File: src/lfmd_pkg.sv
// Shared types, constants and helpers for the line-follow motor decider.
package lfmd_pkg;

    localparam int SPEED_BITS = 8;
    localparam int SUM_BITS   = SPEED_BITS + 2;
    localparam logic [SPEED_BITS-1:0] SPEED_MAX = {SPEED_BITS{1'b1}};

    // configuration register indexes
    localparam logic [2:0] REG_BASE_SPEED  = 3'd0;
    localparam logic [2:0] REG_GENTLE_CORR = 3'd1;
    localparam logic [2:0] REG_STRONG_CORR = 3'd2;
    localparam logic [2:0] REG_ROTATE_LIM  = 3'd3;
    localparam logic [2:0] REG_BACKUP_LIM  = 3'd4;
    localparam logic [2:0] REG_REVERSE_LIM = 3'd5;

    // last turn direction codes
    localparam logic [1:0] TURN_NONE  = 2'd0;
    localparam logic [1:0] TURN_LEFT  = 2'd1;
    localparam logic [1:0] TURN_RIGHT = 2'd2;

    // search phase codes
    localparam logic [2:0] PH_LINE     = 3'd0;
    localparam logic [2:0] PH_ROTATE   = 3'd1;
    localparam logic [2:0] PH_BACKUP   = 3'd2;
    localparam logic [2:0] PH_OPPOSITE = 3'd3;
    localparam logic [2:0] PH_LOST     = 3'd4;

    localparam logic [3:0] LOST_MAX = 4'd15;

    // fixed spin and search speeds
    localparam logic [SPEED_BITS-1:0] SPD_90  = SPEED_BITS'(90);
    localparam logic [SPEED_BITS-1:0] SPD_110 = SPEED_BITS'(110);
    localparam logic [SPEED_BITS-1:0] SPD_120 = SPEED_BITS'(120);
    localparam logic [SPEED_BITS-1:0] SPD_125 = SPEED_BITS'(125);
    localparam logic [SPEED_BITS-1:0] SPD_130 = SPEED_BITS'(130);

    typedef struct packed {
        logic [7:0] base_speed;
        logic [7:0] gentle_correction;
        logic [7:0] strong_correction;
        logic [3:0] rotate_limit;
        logic [3:0] backup_limit;
        logic [3:0] reverse_limit;
    } cfg_t;

    typedef struct packed {
        logic [2:0]            search_phase;
        logic [SPEED_BITS-1:0] right_speed;
        logic                  right_reverse;
        logic [SPEED_BITS-1:0] left_speed;
        logic                  left_reverse;
    } motor_cmd_t;

    // clamp a signed speed sum to 0..SPEED_MAX
    function automatic logic [SPEED_BITS-1:0] sat_speed(input logic signed [SUM_BITS-1:0] v);
        logic [SPEED_BITS-1:0] r;
        if (v < 0) begin
            r = '0;
        end else if (v > $signed({2'b00, SPEED_MAX})) begin
            r = SPEED_MAX;
        end else begin
            r = v[SPEED_BITS-1:0];
        end
        return r;
    endfunction

    function automatic logic signed [SUM_BITS-1:0] widen(input logic [7:0] v);
        return $signed(SUM_BITS'(v));
    endfunction

endpackage

File: src/lfmd_decide.sv
// Decision logic: motor command and next tracking state for one sensor frame.
module lfmd_decide import lfmd_pkg::*; (
    input  logic [4:0] sensor_bits,
    input  logic [3:0] lost_frames,
    input  logic [1:0] last_turn,
    input  cfg_t       cfg,
    output motor_cmd_t cmd,
    output logic [3:0] lost_frames_next,
    output logic [1:0] last_turn_next
);

    logic far_l, near_l, mid, near_r, far_r;
    logic signed [SUM_BITS-1:0] base_s, corr_l_s, corr_r_s;
    logic [3:0] lost_inc;

    assign far_l  = sensor_bits[4];
    assign near_l = sensor_bits[3];
    assign mid    = sensor_bits[2];
    assign near_r = sensor_bits[1];
    assign far_r  = sensor_bits[0];

    assign base_s   = widen(cfg.base_speed);
    assign corr_l_s = widen(far_l ? cfg.strong_correction : cfg.gentle_correction);
    assign corr_r_s = widen(far_r ? cfg.strong_correction : cfg.gentle_correction);
    assign lost_inc = (lost_frames == LOST_MAX) ? LOST_MAX : lost_frames + 4'd1;

    always_comb begin
        cmd              = '0;
        lost_frames_next = lost_frames;
        last_turn_next   = last_turn;
        if (mid) begin
            lost_frames_next = '0;
            if (near_l && !near_r) begin
                last_turn_next  = TURN_LEFT;
                cmd.left_speed  = sat_speed(base_s - corr_l_s);
                cmd.right_speed = sat_speed(base_s + corr_l_s);
            end else if (near_r && !near_l) begin
                last_turn_next  = TURN_RIGHT;
                cmd.left_speed  = sat_speed(base_s + corr_r_s);
                cmd.right_speed = sat_speed(base_s - corr_r_s);
            end else begin
                cmd.left_speed  = sat_speed(base_s);
                cmd.right_speed = sat_speed(base_s);
            end
            cmd.search_phase = PH_LINE;
        end else if (near_l || far_l) begin
            lost_frames_next = '0;
            last_turn_next   = TURN_LEFT;
            cmd.left_reverse = 1'b1;
            cmd.left_speed   = far_l ? sat_speed(base_s) : SPD_110;
            cmd.right_speed  = far_l ? sat_speed(base_s) : SPD_125;
            cmd.search_phase = PH_LINE;
        end else if (near_r || far_r) begin
            lost_frames_next  = '0;
            last_turn_next    = TURN_RIGHT;
            cmd.left_speed    = SPD_130;
            cmd.right_reverse = 1'b1;
            cmd.right_speed   = SPD_110;
            cmd.search_phase  = PH_LINE;
        end else begin
            // line lost: phase follows the saturating lost count
            lost_frames_next = lost_inc;
            if (lost_inc < cfg.rotate_limit) begin
                cmd.search_phase = PH_ROTATE;
                if (last_turn == TURN_RIGHT) begin
                    cmd.left_speed    = SPD_110;
                    cmd.right_reverse = 1'b1;
                    cmd.right_speed   = SPD_130;
                end else begin
                    last_turn_next   = TURN_LEFT;
                    cmd.left_reverse = 1'b1;
                    cmd.left_speed   = SPD_110;
                    cmd.right_speed  = SPD_130;
                end
            end else if (lost_inc < cfg.backup_limit) begin
                cmd.search_phase  = PH_BACKUP;
                cmd.left_reverse  = 1'b1;
                cmd.left_speed    = SPD_120;
                cmd.right_reverse = 1'b1;
                cmd.right_speed   = SPD_120;
            end else if (lost_inc < cfg.reverse_limit) begin
                cmd.search_phase = PH_OPPOSITE;
                if (last_turn == TURN_LEFT) begin
                    cmd.left_speed    = SPD_130;
                    cmd.right_reverse = 1'b1;
                    cmd.right_speed   = SPD_90;
                end else begin
                    cmd.left_reverse = 1'b1;
                    cmd.left_speed   = SPD_90;
                    cmd.right_speed  = SPD_130;
                end
            end else begin
                cmd.search_phase  = PH_LOST;
                cmd.left_reverse  = 1'b1;
                cmd.left_speed    = SPD_120;
                cmd.right_reverse = 1'b1;
                cmd.right_speed   = SPD_120;
            end
        end
    end

endmodule

File: src/line_follow_motor_decider_top.sv
// Line-follow motor decider: top level with channel registers, state and config.
//
// Usage:
//   s_ channel carries one 5-bit line-sensor frame per request; m_ channel
//   returns one motor command per frame, in order.
//   Configuration registers are written through cfg_we/cfg_index/cfg_data;
//   the user must write them only while no frame is in flight, which the
//   block does not enforce. Writes take effect at once.
// Path: an accepted frame goes through the input register, then the result register.
// Throughput: one frame per cycle, sustained while m_tready stays high; the decision
//   logic between the two registers is a single pass.
// Stall: the input and result registers form a two-deep buffer, so a new
//   frame is still taken while one result waits on m_tready; s_tready drops
//   only when both registers are full.
// Reset (aresetn low, synchronous): both channels empty, registers back to
//   base 220, gentle 20, strong 40, limits 3/6/10, lost count zero and
//   no remembered turn direction.
module line_follow_motor_decider_top import lfmd_pkg::*; (
    input  logic        aclk,
    input  logic        aresetn,
    input  logic        s_tvalid,
    output logic        s_tready,
    input  logic [7:0]  s_tdata,    // [4:0] sensor_bits
    output logic        m_tvalid,
    input  logic        m_tready,
    output logic [23:0] m_tdata,    // [0] left_reverse, [8:1] left_speed, [9] right_reverse,
                                    // [17:10] right_speed, [20:18] search_phase
    input  logic        cfg_we,
    input  logic [2:0]  cfg_index,
    input  logic [7:0]  cfg_data
);

    cfg_t       cfg_reg, cfg_next;
    logic       in_vld_reg;
    logic [4:0] sensor_reg;
    logic       out_vld_reg;
    motor_cmd_t out_reg;
    logic [3:0] lost_frames_reg, lost_frames_next;
    logic [1:0] last_turn_reg, last_turn_next;
    motor_cmd_t cmd;
    logic       out_free, advance;

    assign out_free = !out_vld_reg || m_tready;
    assign advance  = in_vld_reg && out_free;
    assign s_tready = !in_vld_reg || out_free;
    assign m_tvalid = out_vld_reg;
    assign m_tdata  = {3'b000, out_reg};

    lfmd_decide u_decide (
        .sensor_bits      (sensor_reg),
        .lost_frames      (lost_frames_reg),
        .last_turn        (last_turn_reg),
        .cfg              (cfg_reg),
        .cmd              (cmd),
        .lost_frames_next (lost_frames_next),
        .last_turn_next   (last_turn_next)
    );

    always_comb begin
        cfg_next = cfg_reg;
        case (cfg_index)
            REG_BASE_SPEED:  cfg_next.base_speed        = cfg_data;
            REG_GENTLE_CORR: cfg_next.gentle_correction = cfg_data;
            REG_STRONG_CORR: cfg_next.strong_correction = cfg_data;
            REG_ROTATE_LIM:  cfg_next.rotate_limit      = cfg_data[3:0];
            REG_BACKUP_LIM:  cfg_next.backup_limit      = cfg_data[3:0];
            REG_REVERSE_LIM: cfg_next.reverse_limit     = cfg_data[3:0];
            default:         cfg_next = cfg_reg;
        endcase
    end

    always_ff @(posedge aclk) begin
        if (!aresetn) begin
            cfg_reg.base_speed        <= 8'd220;
            cfg_reg.gentle_correction <= 8'd20;
            cfg_reg.strong_correction <= 8'd40;
            cfg_reg.rotate_limit      <= 4'd3;
            cfg_reg.backup_limit      <= 4'd6;
            cfg_reg.reverse_limit     <= 4'd10;
            in_vld_reg                <= 1'b0;
            out_vld_reg               <= 1'b0;
            lost_frames_reg           <= '0;
            last_turn_reg             <= TURN_NONE;
        end else begin
            if (cfg_we) begin
                cfg_reg <= cfg_next;
            end
            if (s_tvalid && s_tready) begin
                in_vld_reg <= 1'b1;
            end else if (advance) begin
                in_vld_reg <= 1'b0;
            end
            if (advance) begin
                out_vld_reg     <= 1'b1;
                lost_frames_reg <= lost_frames_next;
                last_turn_reg   <= last_turn_next;
            end else if (m_tready) begin
                out_vld_reg <= 1'b0;
            end
        end
    end

    // payload registers
    always_ff @(posedge aclk) begin
        if (s_tvalid && s_tready) begin
            sensor_reg <= s_tdata[4:0];
        end
        if (advance) begin
            out_reg <= cmd;
        end
    end

`ifndef SYNTHESIS
    a_phase_range: assert property (@(posedge aclk) disable iff (!aresetn)
        m_tvalid |-> (out_reg.search_phase <= PH_LOST))
        else $error("search phase out of range");

    a_turn_code: assert property (@(posedge aclk) disable iff (!aresetn)
        last_turn_reg != 2'd3)
        else $error("invalid last turn code");

    a_lost_step: assert property (@(posedge aclk) disable iff (!aresetn)
        (lost_frames_reg != $past(lost_frames_reg)) |->
            (lost_frames_reg == 4'd0 || lost_frames_reg == $past(lost_frames_reg) + 4'd1))
        else $error("lost count moved other than by clear or increment");

    a_line_clears_lost: assert property (@(posedge aclk) disable iff (!aresetn)
        advance && cmd.search_phase == PH_LINE |=> lost_frames_reg == 4'd0)
        else $error("lost count not cleared on line frame");

    a_backup_reverse: assert property (@(posedge aclk) disable iff (!aresetn)
        m_tvalid && (out_reg.search_phase == PH_BACKUP || out_reg.search_phase == PH_LOST)
            |-> out_reg.left_reverse && out_reg.right_reverse)
        else $error("backup phase without both motors reversed");
`endif

endmodule
File: config.mk
export PLATFORM = sky130hd
export DESIGN_NAME = line_follow_motor_decider_top
export DESIGN_NICKNAME = d
export VERILOG_FILES = /design/src/lfmd_pkg.sv /design/src/lfmd_decide.sv /design/src/line_follow_motor_decider_top.sv
export SDC_FILE = /design/constraint.sdc
export NUM_CORES = 1
export LEC_CHECK = 0
export BUFFER_PORTS_ARGS = -buffer_cell sky130_fd_sc_hd__buf_2
export CAP_MARGIN = 20
export CORE_MARGIN = 2
export CORE_UTILIZATION = 32
export CTS_CLUSTER_DIAMETER = 120
export CTS_CLUSTER_SIZE = 16
export DETAILED_ROUTE_END_ITERATION = 10
export GPL_TIMING_DRIVEN = 1
export SETUP_SLACK_MARGIN = 0.2
export SKIP_CTS_REPAIR_TIMING = 1
export SLEW_MARGIN = 20
export SYNTH_ARGS = -nofsm -noshare
export SYNTH_HDL_FRONTEND = slang
export SYNTH_SLANG_ARGS = --single-unit
File: constraint.sdc
create_clock -name aclk -period 3.5 [get_ports aclk]
set_input_delay 0.35 -clock aclk [delete_from_list [all_inputs] [get_ports aclk]]
set_output_delay 0.35 -clock aclk [all_outputs]
set_load 0.03 [all_outputs]
==> results.py, run 1 <==
metrics = {
    "critical_path": {
        "path_class": "flip-flop to flip-flop",
        "ff2ff_setup_slack_ns": 0.41,
        "required_ns": 3.56,
        "crit_chain": "mux2i_1 > inv_1 > fa_1 > a21oi_1 > o41a_1 > o31ai_4 > o21ai_0 > o211ai_1",
        "arrival_ns": 3.14,
        "worst_path_largest_cell_delay_ns": 0.67,
        "critPathBufInv": 1,
        "reg2reg_from": "sensor_reg[4]",
        "startpoint": "sensor_reg[4]",
        "cpMaxStageDelayCell": "edfxtp_1",
        "crit_family": "compound AO/OA/AOI/OAI gates",
        "start_kind": "flip-flop",
        "endpoint_kind": "flip-flop",
        "cp_max_fo": 9,
    },
    "floorplanning": {
        "die_y_um": 133,
        "die_area_sq_um": 17600,
        "core_sq_um": 16000,
        "die_w_um": 133,
        "rows": 46,
        "io_pins": 50,
        "start_util": 0.330,
    },
    "synth": {
        "ys_seq_area_frac": 0.314,
        "synth_edf_count": 26,
        "ys_ff_latch": 70,
        "synth_cells": 620,
        "ys_warn_count": 0,
        "syn-cell-area_sq_um": 5290,
        "avgSynthCellArea_sq_um": 8.52,
        "async_flop_share": 0,
        "synthFlopType": "dfxtp_1",
        "synth_cell_types": 76,
    },
    "route": {
        "drt_iter0_markers": 327,
        "drc": 0,
        "drt_pass1_iterations": 5,
        "routed_wl_mm": 13.7,
        "vias": 4417,
        "via_per_inst": 5.04,
        "wl_per_cell_um": 15.6,
        "drtAntennaViolNets": 0,
    },
    "sta": {
        "finalCritPeriodShare": 0.882,
        "relSlewSlack": 0.402,
        "rsz0062_at_grt": "false",
        "fin_ws_ns": 0.414,
        "setup-tns-final_ns": 0,
        "clock.fmax_ghz": 0.324,
        "slew_violations": 0,
        "hold_ws_ns": 0.192,
        "finalHoldViolations": 0,
        "setup_violations": 0,
        "fin_crit_ns": 3.09,
        "worst_slew_pin_slew_ns": 0.896,
        "skew_ns": 0.00780,
    },
    "global_routing": {
        "grt_usage": 0.156,
        "grt_start_max_net_pins": 47,
        "grt_pass1_wl_mm": 21.9,
        "antenna_found_initial": 0,
        "grt_pass1_vias": 4059,
        "grt_overflow_total": 0,
    },
    "place": {
        "portBuffers": 43,
        "dpl_cell_area_sq_um": 5700,
        "dp_slack_ns": 0.406,
        "routabilityCongestion": 0.894,
        "hpwl_mm": 10.7,
        "placedCellCount": 862,
    },
    "layout": {
        "register_area_sq_um": 1660,
        "final_cell_area_sq_um": 6000,
        "drive_gt1_frac": 0.148,
        "multi_input_area_sq_um": 3330,
        "area_growth_pct": 13.5,
        "largest_register_ffs": 36,
        "diodes": 0,
        "nets": 729,
        "instances_no_fill": 877,
        "fill_cells": 1703,
    },
    "outcome": {
        "status": "finished, final reports clean",
    },
    "clock_tree": {
        "insertion_delay_ns": 0.33,
        "cts_buffers": 9,
        "path_clk_slew_ns": 0.05,
        "cts.sinks": 70,
        "cts_max_level": 3,
        "cts-root-buf": "clkbuf_16",
        "cts_buffer_depth": 2,
        "cts_tree": "done",
    },
    "power_and_ir_drop": {
        "power.leakage_nw": 2.60,
        "ir_drop_uv": 209,
        "power.density_nw_per_um2": 374,
    },
    "job": {
        "maxCapViolations": 0,
    },
    "min_path": {
        "min-delay-path-class": "input port to flip-flop",
        "min_from": "s_tdata[2]",
    },
}
[routing by layer]
| layer | routed length [um] | track usage | part of all wire | vias up |
|---|---|---|---|---|
| met5 | 0 | 0 | 0 | - |
| met4 | 189 | 0.0335 | 0.014 | 0 |
| met3 | 788 | 0.0291 | 0.058 | 12 |
| met2 | 5700 | 0.229 | 0.42 | 116 |
| met1 | 6990 | 0.238 | 0.51 | 2038 |
| li1 | - | - | - | 2251 |
[worst paths after layout]
| kind | endpoint | cells past startpoint |
|---|---|---|
| max | m_tdata[11] | 8 |
| min | sensor_reg[2] | 1 |
| max reg2reg | m_tdata[11] | 8 |
| min reg2reg | cfg_reg[18] | 2 |
[area by class of cell]
type | count | area share
clock buffers | 12 | 0.0446
clock inverters | 3 | 0.00271
inverters | 42 | 0.0263
multi-input cells | 481 | 0.555
flip-flops and latches | 70 | 0.277
well taps | 216 | 0.0450
repair buffers | 53 | 0.0490
[per-stage QoR]
stage          power, mW   util
6_report            2.24  0.375
4_1_cts             2.25  0.374
5_1_grt             2.34  0.375
3_5_place_dp        1.39  0.356
3_3_place_gp        1.39  0.356
2_1_floorplan       1.27      -
[logic make-up (layout without fill, tap and decap cells)]
group | after synthesis | count (layout) | synth area share
and+or+nand+nor | 239 | 239 | 0.223
AOI/OAI and AO/OA | 143 | 143 | 0.197
muxes | 29 | 29 | 0.0554
adders and majority gates | 48 | 48 | 0.119
xor gates and xnor gates | 19 | 19 | 0.0315
DFF | 70 | 70 | 0.314
other | 1 | 3 | 0.000710
buffers and inverters | 71 | 110 | 0.0585
[worst reg2reg max path: stages (launching register included)]
cell	delay, ns
edfxtp_1	0.67
mux2i_1	0.47
inv_1	0.19
fa_1	0.47
a21oi_1	0.28
o41a_1	0.27
o31ai_4	0.12
o21ai_0	0.21
o211ai_1	0.14
[power by group]
part | leakage [nW] | switching, mW | internal (mW)
combinational | 1.86 | 0.296 | 0.179
clock | 0.144 | 0.327 | 0.536
sequential | 0.602 | 0.0243 | 0.882
total | 2.60 | 0.647 | 1.60
[cells in the mapped netlist (all sizes together) (2+ instances only)]
library cell,number,area [sq um]
nor2,38,158
a221oi,4,65.1
dfxtp,44,881
o221ai,2,17.5
nor2b,23,144
o22ai,2,12.5
a21o,8,61.3
o21ai,25,133
nor4,3,18.8
o21bai,3,22.5
nor3,7,35.0
a22oi,5,37.5
nand3,26,145
inv,42,158
mux2i,27,270
or2,5,31.3
fa,4,80.1
a31oi,2,12.5
xor2,4,35.0
and2,4,25.0
nand4,5,31.3
and3,5,31.3
nand2b,15,96.3
a21boi,19,146
clkbuf,18,77.6
o211ai,19,143
o311ai,2,17.5
a2bb2oi,2,17.5
xnor2,15,131
mux2,2,22.5
nand2,101,384
nand4b,2,17.5
ha,44,551
a211oi,7,57.6
o31ai,2,28.8
buf,11,73.8
nor4b,2,38.8
a21oi,29,164
edfxtp,26,781
o21a,5,38.8
[layout by cell type (no fill, tap or decap), drive strengths merged, types with 7 or more instances in the layout]
cell type,count
a211oi,7
a21boi,19
a21o,8
a21oi,29
buf,53
clkbuf,12
dfxtp,44
edfxtp,26
ha,44
inv,43
mux2i,27
nand2,101
nand2b,15
nand3,26
nor2,38
nor2b,23
nor3,7
o211ai,19
o21ai,25
xnor2,15
Note: power is estimated with default switching activity, not from simulation.
==> run 2: changes to the inputs <==
--- a/config.mk
+++ b/config.mk
@@ -7,12 +7,15 @@
 export LEC_CHECK = 0
 export BUFFER_PORTS_ARGS = -buffer_cell sky130_fd_sc_hd__buf_2
 export CAP_MARGIN = 20
+export CELL_PAD_IN_SITES_DETAIL_PLACEMENT = 0
+export CELL_PAD_IN_SITES_GLOBAL_PLACEMENT = 1
 export CORE_MARGIN = 2
 export CORE_UTILIZATION = 32
 export CTS_CLUSTER_DIAMETER = 120
 export CTS_CLUSTER_SIZE = 16
 export DETAILED_ROUTE_END_ITERATION = 10
 export GPL_TIMING_DRIVEN = 1
+export PLACE_DENSITY_LB_ADDON = 0.1
 export SETUP_SLACK_MARGIN = 0.2
 export SKIP_CTS_REPAIR_TIMING = 1
 export SLEW_MARGIN = 20
==> constraint.sdc (replaced) <==
create_clock -name aclk -period 3.7 [get_ports aclk]
set_input_delay 0.37 -clock aclk [delete_from_list [all_inputs] [get_ports aclk]]
set_output_delay 0.37 -clock aclk [all_outputs]
set_load 0.03 [all_outputs]
==> run 2 against run 1 <==
Sequential share of layout area grew 0.075 points. Global-route usage up 2.3 points. Core utilization down 0.10 points. Largest cell class unchanged. Worst hold slack better by 0.0070 ns. Clock skew up 0.00093 ns. Routed wire length grew 11%. First-iteration DRC count fell by 16%. Sequential power decreased by 5.1%. Non-clock buffer count is 1 higher. Critical path type unchanged. Clock-buffer cell count down 2. Clock power down 6.4%. Critical endpoint unchanged. Die area stayed put.
==> results.py, run 2 (synthesis gave the netlist of run 1 again) <==
metrics = {
    "critical_path": {
        "required_ns": 3.77,
        "arrival_ns": 3.22,
        "cpMaxStageDelayCell": "edfxtp_1",
        "endpoint_kind": "flip-flop",
        "worst_path_largest_cell_delay_ns": 0.71,
        "startpoint": "sensor_reg[4]",
        "cp_max_fo": 13,
        "path_class": "flip-flop to flip-flop",
        "crit_family": "compound AO/OA/AOI/OAI gates",
        "critPathBufInv": 0,
        "reg2reg_from": "sensor_reg[4]",
        "start_kind": "flip-flop",
        "crit_chain": "mux2i_1 > ha_1 > nor3b_1 > nor3_1 > o41a_1 > o31ai_4 > o21ai_0 > o211ai_1",
    },
    "layout": {
        "multi_input_area_sq_um": 3320,
        "mostFrequentLayoutCells": "nand2_1, ha_1, dfxtp_1",
        "instances_no_fill": 879,
        "area_growth_pct": 13.2,
        "drive_gt1_frac": 0.149,
        "diodes": 0,
        "register_area_sq_um": 1660,
        "largest_register_ffs": 36,
        "fin_util": 0.374,
        "final_common_cell": "nand2_1",
        "fill_cells": 1734,
        "nets": 730,
    },
    "floorplanning": {
        "die_area_sq_um": 17600,
        "die_w_um": 133,
        "start_util": 0.330,
        "core_sq_um": 16000,
        "rows": 46,
        "io_pins": 50,
        "die_y_um": 133,
    },
    "route": {
        "drt_iter0_markers": 274,
        "drc": 0,
        "drt_pass1_iterations": 4,
        "wl_per_cell_um": 17.3,
        "drtAntennaViolNets": 0,
        "vias": 4380,
        "routed_wl_mm": 15.2,
        "via_per_inst": 4.98,
    },
    "clock_tree": {
        "cts_buffers": 9,
        "cts.sinks": 70,
        "cts-root-buf": "clkbuf_16",
        "cts_max_level": 3,
        "insertion_delay_ns": 0.35,
        "cts_buffer_depth": 2,
        "cts_tree": "done",
        "path_clk_slew_ns": 0.06,
    },
    "sta": {
        "finalCritPeriodShare": 0.850,
        "setup-tns-final_ns": 0,
        "relSlewSlack": 0.404,
        "skew_ns": 0.00873,
        "rsz0062_at_grt": "false",
        "fin_crit_ns": 3.14,
        "setup_violations": 0,
        "worst_slew_pin_slew_ns": 0.892,
        "finalHoldViolations": 0,
        "slew_violations": 0,
        "clock.fmax_ghz": 0.318,
        "hold_ws_ns": 0.199,
    },
    "place": {
        "placedCellCount": 859,
        "hpwl_mm": 12.1,
        "portBuffers": 43,
        "routabilityCongestion": 0.832,
    },
    "power_and_ir_drop": {
        "ir_drop_uv": 245,
        "power.density_nw_per_um2": 354,
        "power.leakage_nw": 2.60,
    },
    "outcome": {
        "status": "finished, final reports clean",
    },
    "global_routing": {
        "grt_pass1_wl_mm": 24.2,
        "antenna_found_initial": 0,
        "use_met1": 0.258,
        "grt_usage": 0.180,
        "use_met2": 0.277,
        "grt_overflow_total": 0,
        "met3_usage": 0.0379,
        "grt_pass1_vias": 4203,
        "busiest_layer": "met2",
        "grt_start_max_net_pins": 47,
    },
    "min_path": {
        "min_from": "s_tdata[2]",
        "min-delay-path-class": "input port to flip-flop",
    },
    "job": {
        "maxCapViolations": 0,
    },
}
## run 2: path summary, 6_finish.rpt
| path | end | slack [ns] | cells after the start |
|---|---|---|---|
| worst max-delay path | m_tdata[11] | 0.56 | 8 |
| worst min-delay path | sensor_reg[2] | 0.20 | 1 |
| worst min register to register | cfg_reg[14] | 0.47 | 2 |
| worst max register to register | m_tdata[11] | 0.56 | 8 |
## run 2: metrics by stage
step           cell area, sq um  total power [mW]  worst slack [ns]
2_1_floorplan              5290              1.20             0.711
3_3_place_gp               5680              1.33             0.456
3_5_place_dp               5680              1.33             0.406
4_1_cts                    5950              2.15             0.409
5_1_grt                    5980              2.23             0.384
6_report                   5980              2.12             0.556
## run 2: cell type report
cell class,instances,area share
Sequential cell,70,0.278
Timing Repair Buffer,54,0.0498
Tap cell,216,0.0452
Inverter,42,0.0263
Multi-Input combinational cell,481,0.555
Clock inverter,6,0.00711
Clock buffer,10,0.0389
## run 2: power breakdown
| part | internal [mW] | switching, mW | total, mW | leakage (nW) |
|---|---|---|---|---|
| sequential | 0.834 | 0.0256 | 0.860 | 0.602 |
| clock | 0.465 | 0.343 | 0.808 | 0.138 |
| combinational | 0.170 | 0.284 | 0.454 | 1.86 |
## run 2: layer usage
metal | vias up | routed length [um]
li1 | 2256 | -
met2 | 71 | 6770
met5 | - | 0
met4 | 0 | 159
met1 | 2044 | 7760
met3 | 9 | 537
## run 2: worst reg2reg max path: cells and delay by family (launching register included)
kind | cells | cell delay (ns)
fa+ha+maj | 1 | 0.43
compound gates | 4 | 0.80
flops | 1 | 0.71
mux | 1 | 0.43
simple gates | 2 | 0.50
==> run 3: changes to the inputs <==
==> constraint.sdc (replaced) <==
create_clock -name aclk -period 2.76 [get_ports aclk]
set_input_delay 0.276 -clock aclk [delete_from_list [all_inputs] [get_ports aclk]]
set_output_delay 0.276 -clock aclk [all_outputs]
set_load 0.03 [all_outputs]
==> run 3 against run 2 <==
Critical path depth increased by 3. Fmax grew 15%. Global-route usage grew 0.17 points. Critical path type unchanged. Largest cell class unchanged.
==> results.py, run 3 (synthesis gave the netlist of run 1 again) <==
metrics = {
    "clock_tree": {
        "cts_buffers": 9,
        "cts-root-buf": "clkbuf_16",
        "cts_max_level": 3,
        "cts.sinks": 70,
        "cts_buffer_depth": 2,
        "insertion_delay_ns": 0.33,
        "cts_tree": "done",
        "path_clk_slew_ns": 0.06,
    },
    "critical_path": {
        "cpMaxStageDelayCell": "a221oi_4",
        "critPathBufInv": 0,
        "rr_endpoint": "m_tdata[7]",
        "reg2reg_from": "lost_frames_reg[0]",
        "arrival_ns": 2.80,
        "startpoint": "lost_frames_reg[0]",
        "crit_chain": "ha_4 > nand2_4 > nor2_4 > nor2_4 > ha_4 > nor4b_4 > nand3_2 > a221oi_4 > nand3_2 > a21boi_2 > o211ai_1",
        "endpoint_kind": "flip-flop",
        "ff2ff_setup_slack_ns": 0.02,
        "path_class": "flip-flop to flip-flop",
        "reg2regPathDepth": 11,
        "worstSetupPathDepth": 11,
        "crit_family": "compound AO/OA/AOI/OAI gates",
        "cp_max_fo": 6,
        "start_kind": "flip-flop",
        "crit_path_end": "m_tdata[7]",
        "required_ns": 2.82,
        "worst_path_largest_cell_delay_ns": 0.51,
    },
    "sta": {
        "relSlewSlack": 0.474,
        "finalHoldViolations": 0,
        "fin_crit_ns": 2.74,
        "skew_ns": 0.0118,
        "slew_violations": 0,
        "rsz0062_at_grt": "true",
        "clock.fmax_ghz": 0.365,
        "worst_slew_pin_slew_ns": 0.790,
        "hold_ws_ns": 0.114,
        "setup_violations": 0,
        "finalCritPeriodShare": 0.994,
        "setup-tns-final_ns": 0,
    },
    "floorplanning": {
        "die_area_sq_um": 17600,
        "core_sq_um": 16000,
        "start_util": 0.330,
        "io_pins": 50,
        "rows": 46,
        "die_w_um": 133,
        "die_y_um": 133,
    },
    "route": {
        "drt_iter0_markers": 273,
        "drtAntennaViolNets": 0,
        "routed_wl_mm": 16.2,
        "vias": 4746,
        "wl_per_cell_um": 17.2,
        "via_per_inst": 5.03,
        "drc": 0,
        "drt_pass1_iterations": 5,
    },
    "place": {
        "portBuffers": 43,
        "routabilityCongestion": 0.870,
        "hpwl_mm": 12.9,
    },
    "layout": {
        "diodes": 0,
        "mostFrequentLayoutCells": "nand2_1, buf_4, buf_2",
        "drive_gt1_frac": 0.305,
        "nets": 795,
        "largest_register_ffs": 36,
        "area_growth_pct": 32.6,
        "final_common_cell": "nand2_1",
    },
    "global_routing": {
        "grt_usage": 0.181,
        "grt_pass1_wl_mm": 24.8,
        "grt_start_max_net_pins": 47,
        "grt_overflow_total": 0,
        "antenna_found_initial": 0,
        "grt_pass1_vias": 4466,
    },
    "power_and_ir_drop": {
        "ir_drop_uv": 383,
        "power.density_nw_per_um2": 437,
        "power.leakage_nw": 2.96,
    },
    "min_path": {
        "min_from": "s_tdata[4]",
        "min-delay-path-class": "input port to flip-flop",
    },
    "outcome": {
        "status": "finished, final reports clean",
    },
    "job": {
        "maxCapViolations": 0,
    },
}
run 3: layer usage:
layer  track usage  routed length (um)  vias up
met4        0.0544                 424        0
li1              -                   -     2379
met2         0.285                7250      121
met3        0.0314                 622       26
met1         0.254                7900     2220
met5             0                   0        -
run 3: layout make-up:
class	instances	area (sq um)
inverters	42	160
well taps	216	270
flip-flops and latches	70	1670
repair buffers	119	810
clock buffers	15	289
multi-input cells	481	3810
fillers	1652	8990
run 3: metrics by stage:
stage | utilization | std cells | setup slack (ns) | total power [mW] | cell area (sq um)
after floorplan | - | 622 | 0.124 | 1.62 | 5360
after CTS | 0.404 | 933 | -0.151 | 3.00 | 6470
final | 0.438 | 943 | 0.0175 | 3.06 | 7010
after global routing | 0.438 | 943 | -0.0908 | 3.21 | 7010
after detailed placement | 0.386 | 918 | -0.116 | 1.86 | 6180
after global placement | 0.386 | 918 | -0.0984 | 1.86 | 6180
run 3: how the worst min path moves through the flow:
stage                                to  cells after the start
after floorplan           sensor_reg[0]                      0
after global placement    sensor_reg[4]                      1
after detailed placement  sensor_reg[1]                      1
after CTS                 sensor_reg[1]                      1
after global routing      sensor_reg[4]                      1
final                     sensor_reg[4]                      1
run 3: report_power, final:
part / internal, mW / switching, mW
registers: 1.12 / 0.0283
logic: 0.341 / 0.454
clock network: 0.708 / 0.415
